==> src/hw/rtl/rtlp_ram.sv <==
module rtlp_ram #(
  parameter int WIDTH = 8,
  parameter int DEPTH = 64
) (
  input  logic                     clk,
  input  logic                     we,
  input  logic [$clog2(DEPTH)-1:0] waddr,
  input  logic [WIDTH-1:0]         wdata,
  input  logic [$clog2(DEPTH)-1:0] raddr,
  output logic [WIDTH-1:0]         rdata
);
  logic [WIDTH-1:0] mem [DEPTH];

  always_ff @(posedge clk) begin
    if (we) begin
      mem[waddr] <= wdata;
    end
    rdata <= mem[raddr];
  end
endmodule

==> config.mk <==
export PLATFORM = sky130hd
export DESIGN_NAME = rtlp_ram
export DESIGN_NICKNAME = d
export VERILOG_FILES = /design/src/hw/rtl/rtlp_ram.sv
export SDC_FILE = /design/constraint.sdc
export NUM_CORES = 1
export LEC_CHECK = 0
export BUFFER_PORTS_ARGS = -buffer_cell sky130_fd_sc_hd__buf_2
export CAP_MARGIN = 20
export CORE_MARGIN = 10
export CORE_UTILIZATION = 32
export CTS_CLUSTER_DIAMETER = 100
export DETAILED_ROUTE_END_ITERATION = 8
export GPL_TIMING_DRIVEN = 0
export PLACE_DENSITY = 0.58
export SLEW_MARGIN = 5
export SYNTH_ARGS = -nofsm -noshare
export SYNTH_HDL_FRONTEND = slang
export SYNTH_SLANG_ARGS = --single-unit
==> constraint.sdc <==
create_clock -name clk -period 2.15 [get_ports clk]
set_clock_uncertainty 0.1 [all_clocks]
set_input_delay 0 -clock clk [delete_from_list [all_inputs] [get_ports clk]]
set_output_delay 0 -clock clk [all_outputs]
set_load 0.03 [all_outputs]
==> impl_metrics.yaml <==
run_status:
  status: "finished clean"
global_routing:
  grt_pass1_vias: 9900
  grt_overflow: 0
  grt_pass1_wl_um: 71700
  grt_max_degree: 65
  grtUsageTotal: 0.135
  antenna_found_initial: 4
hold_path:
  hp-start: "raddr[4]"
  hold_end: "rdata[5]"
  worst_hold_path_type: "primary input to flip-flop"
  min_path_cells: 4
pwr:
  p_leak_nw: 7.22
  sw_frac_of_total: 0.214
  pwr-share-comb: 0.057
  seq_power_share: 0.521
  power_switching_mw: 4.61
  pwr_density_cell_nw_per_um2: 920
  pwr-share-clk: 0.422
  ir_worst_vdd_uv: 605
  internal-power_mw: 17.0
floorplanning:
  chipHeight_um: 271
  die_area_um2: 73500
  pin_count: 30
  initial_utilization: 0.325
  die_w_um: 271
  row_count: 91
  core_um2: 62100
critical_path:
  timing.rr.start: "mem[10][2]"
  required_ps: 2490
  cp_slowest_stage_delay_ps: 540
  arrival_ps: 2460
  crit_path_end_kind: "flip-flop"
  path_max_fanout: 1
  ff2ff_path_depth: 5
  crit_chain: "mux4_2 > mux4_2 > nor2_1 > nor3_1 > o2bb2ai_1"
  worst-path-buf-inv: 0
  cp_common_cell: "mux4_2"
  cpMaxStageDelayCell: "mux4_2"
  critPathKind: "flip-flop to flip-flop"
  rrSetupSlack_ps: 30
  crit_start: "mem[10][2]"
  startpoint_type: "flip-flop"
  reg2reg_to: "rdata[2]"
  critical-path-top-delay-family: "multiplexers"
clocking:
  cts_setup_buffers: 0
  clk_latency_ps: 600
  cts_buffer_depth: 3
  clock_sinks: 520
  cts_tree: "done"
  root_buffer: "clkbuf_16"
  cts_max_level: 2
  numCtsBuffers: 51
  clk_transition_reported_paths_ps: 60
sta:
  slew_viol_final: 0
  fin_ws_ps: 27.9
  min_period_ps: 2120
  slew_headroom: 0.317
  worst_pin_slew_ps: 1020
  setup_viol: 0
  finalHoldViolCount: 0
  period_share: 0.987
  max_freq_mhz: 471
  holdWs_ps: 65.8
logic_synthesis:
  yosys-top-cells-count: "edfxtp_1, mux4_2, nor2_1"
  ys_top_cells_by_area: "edfxtp_1, mux4_2, nor2_1"
  synth_seq_cells: 520
  syn_avg_cell_area_um2: 21.5
  synth_top_area_cell: "edfxtp_1"
  syn-cell-area_um2: 20200
  syn_inst: 940
  post-synth-top-count-cell: "edfxtp_1"
  ys_async_sr_fraction: 0
  synth-warning-count: 0
  yosysSeqAreaShare: 0.770
  syn_nets: 962
  ys_types: 40
  synth_top_area_frac: 0.762
  ys.flop_type: "edfxtp_1"
  synth-edff-count: 512
routing:
  drc: 0
  routed_via_density: 5.13
  wl_um: 49900
  wl_per_cell_um: 26.0
  routed-via-count: 9852
  ant_nets: 0
  drt_iter0_drc: 1172
  first_pass_iters: 5
cells_and_area:
  fin_cells: 1920
  fin_nets: 1062
  syn_to_final_growth_pct: 16.3
  fill_cells: 5615
  layout-drive-gt1-share: 0.274
place:
  dpl.hpwl_um: 31700
  place.gp.congestion: 0.885
  dp_cells: 1801
  port_buffers: 21
  place_ws_ps: -906
run:
  maxCapViolCount: 0
## cells in the final DEF (no fill, tap or decap), types with 13 or more instances in the layout
| cell type | n |
|---|---|
| mux4_2 | 126 |
| mux2i_1 | 23 |
| nor2_1 | 83 |
| nor2b_1 | 14 |
| nand2_1 | 19 |
| dlygate4sd3_1 | 16 |
| clkbuf_1 | 23 |
| mux2_2 | 13 |
| edfxtp_1 | 512 |
| buf_4 | 16 |
| buf_2 | 31 |
| clkbuf_16 | 54 |
## worst reg2reg max path, stage by stage, from the launching register on
cell	delay, ps
edfxtp_1	370
mux4_2	520
mux4_2	540
nor2_1	160
nor3_1	70
o2bb2ai_1	220
## cell type report
class | count | area [µm²] | area share
Clock inverter | 31 | 302 | 0.0129
Buffer | 51 | 329 | 0.0140
Tap cell | 837 | 1050 | 0.0446
Antenna cell | 1 | 2.50 | 0.000107
Multi-Input combinational cell | 369 | 4390 | 0.187
Clock buffer | 64 | 1420 | 0.0605
Sequential cell | 520 | 15500 | 0.662
Timing Repair Buffer | 47 | 440 | 0.0188
## layer usage
metal,GRT usage,wire length [µm],up-vias
li1,-,-,4137
met1,0.181,21000,5208
met2,0.209,23500,425
met3,0.0303,3770,78
met4,0.0516,1540,4
met5,0,25,-
## stage by stage
step | instance area, µm² | util | total power [mW] | setup TNS (ps)
floorplan | 20200 | - | 12.1 | 0
global placement | 21300 | 0.344 | 12.6 | -62940
detailed placement | 21400 | 0.344 | 12.6 | -81710
CTS | 23200 | 0.374 | 21.7 | 0
global route | 23500 | 0.378 | 22.2 | -2.87
finish | 23500 | 0.378 | 21.6 | 0
## worst max path at each step
stage	endpoint	slack [ps]	cells past startpoint
after floorplan	rdata[4]	360	5
after global placement	rdata[3]	-850	7
after detailed placement	rdata[5]	-910	7
after CTS	rdata[6]	10	5
after global routing	rdata[4]	-3	8
final	rdata[2]	30	5
## state kept, by name (all words and copies together), names as in the netlist
signal  cells
mem       512
rdata       8
## power by group through the flow
stage | clock network (mW) | logic, mW | registers (mW)
6_report | 9.11 | 1.24 | 11.2
3_3_place_gp | 0 | 1.15 | 11.5
3_5_place_dp | 0 | 1.17 | 11.5
5_1_grt | 9.66 | 1.31 | 11.2
4_1_cts | 9.24 | 1.20 | 11.2
2_1_floorplan | 0 | 0.598 | 11.5
## cells by family (layout without fill, tap and decap cells)
kind of cell,Yosys count,after routing,synth area share
mux,162,162,0.159
compound gates,54,54,0.0207
buf+inv,51,193,0.0157
simple gates,153,153,0.0339
other cells,0,1,0
flops,520,520,0.770
## what timing repair did
action	CTS	global route
gates resized for setup	10	7
hold buffers	9	7
setup endpoints to repair	5	8
hold endpoints to repair	65	283
No activity file was read; power rests on OpenSTA's default activity.
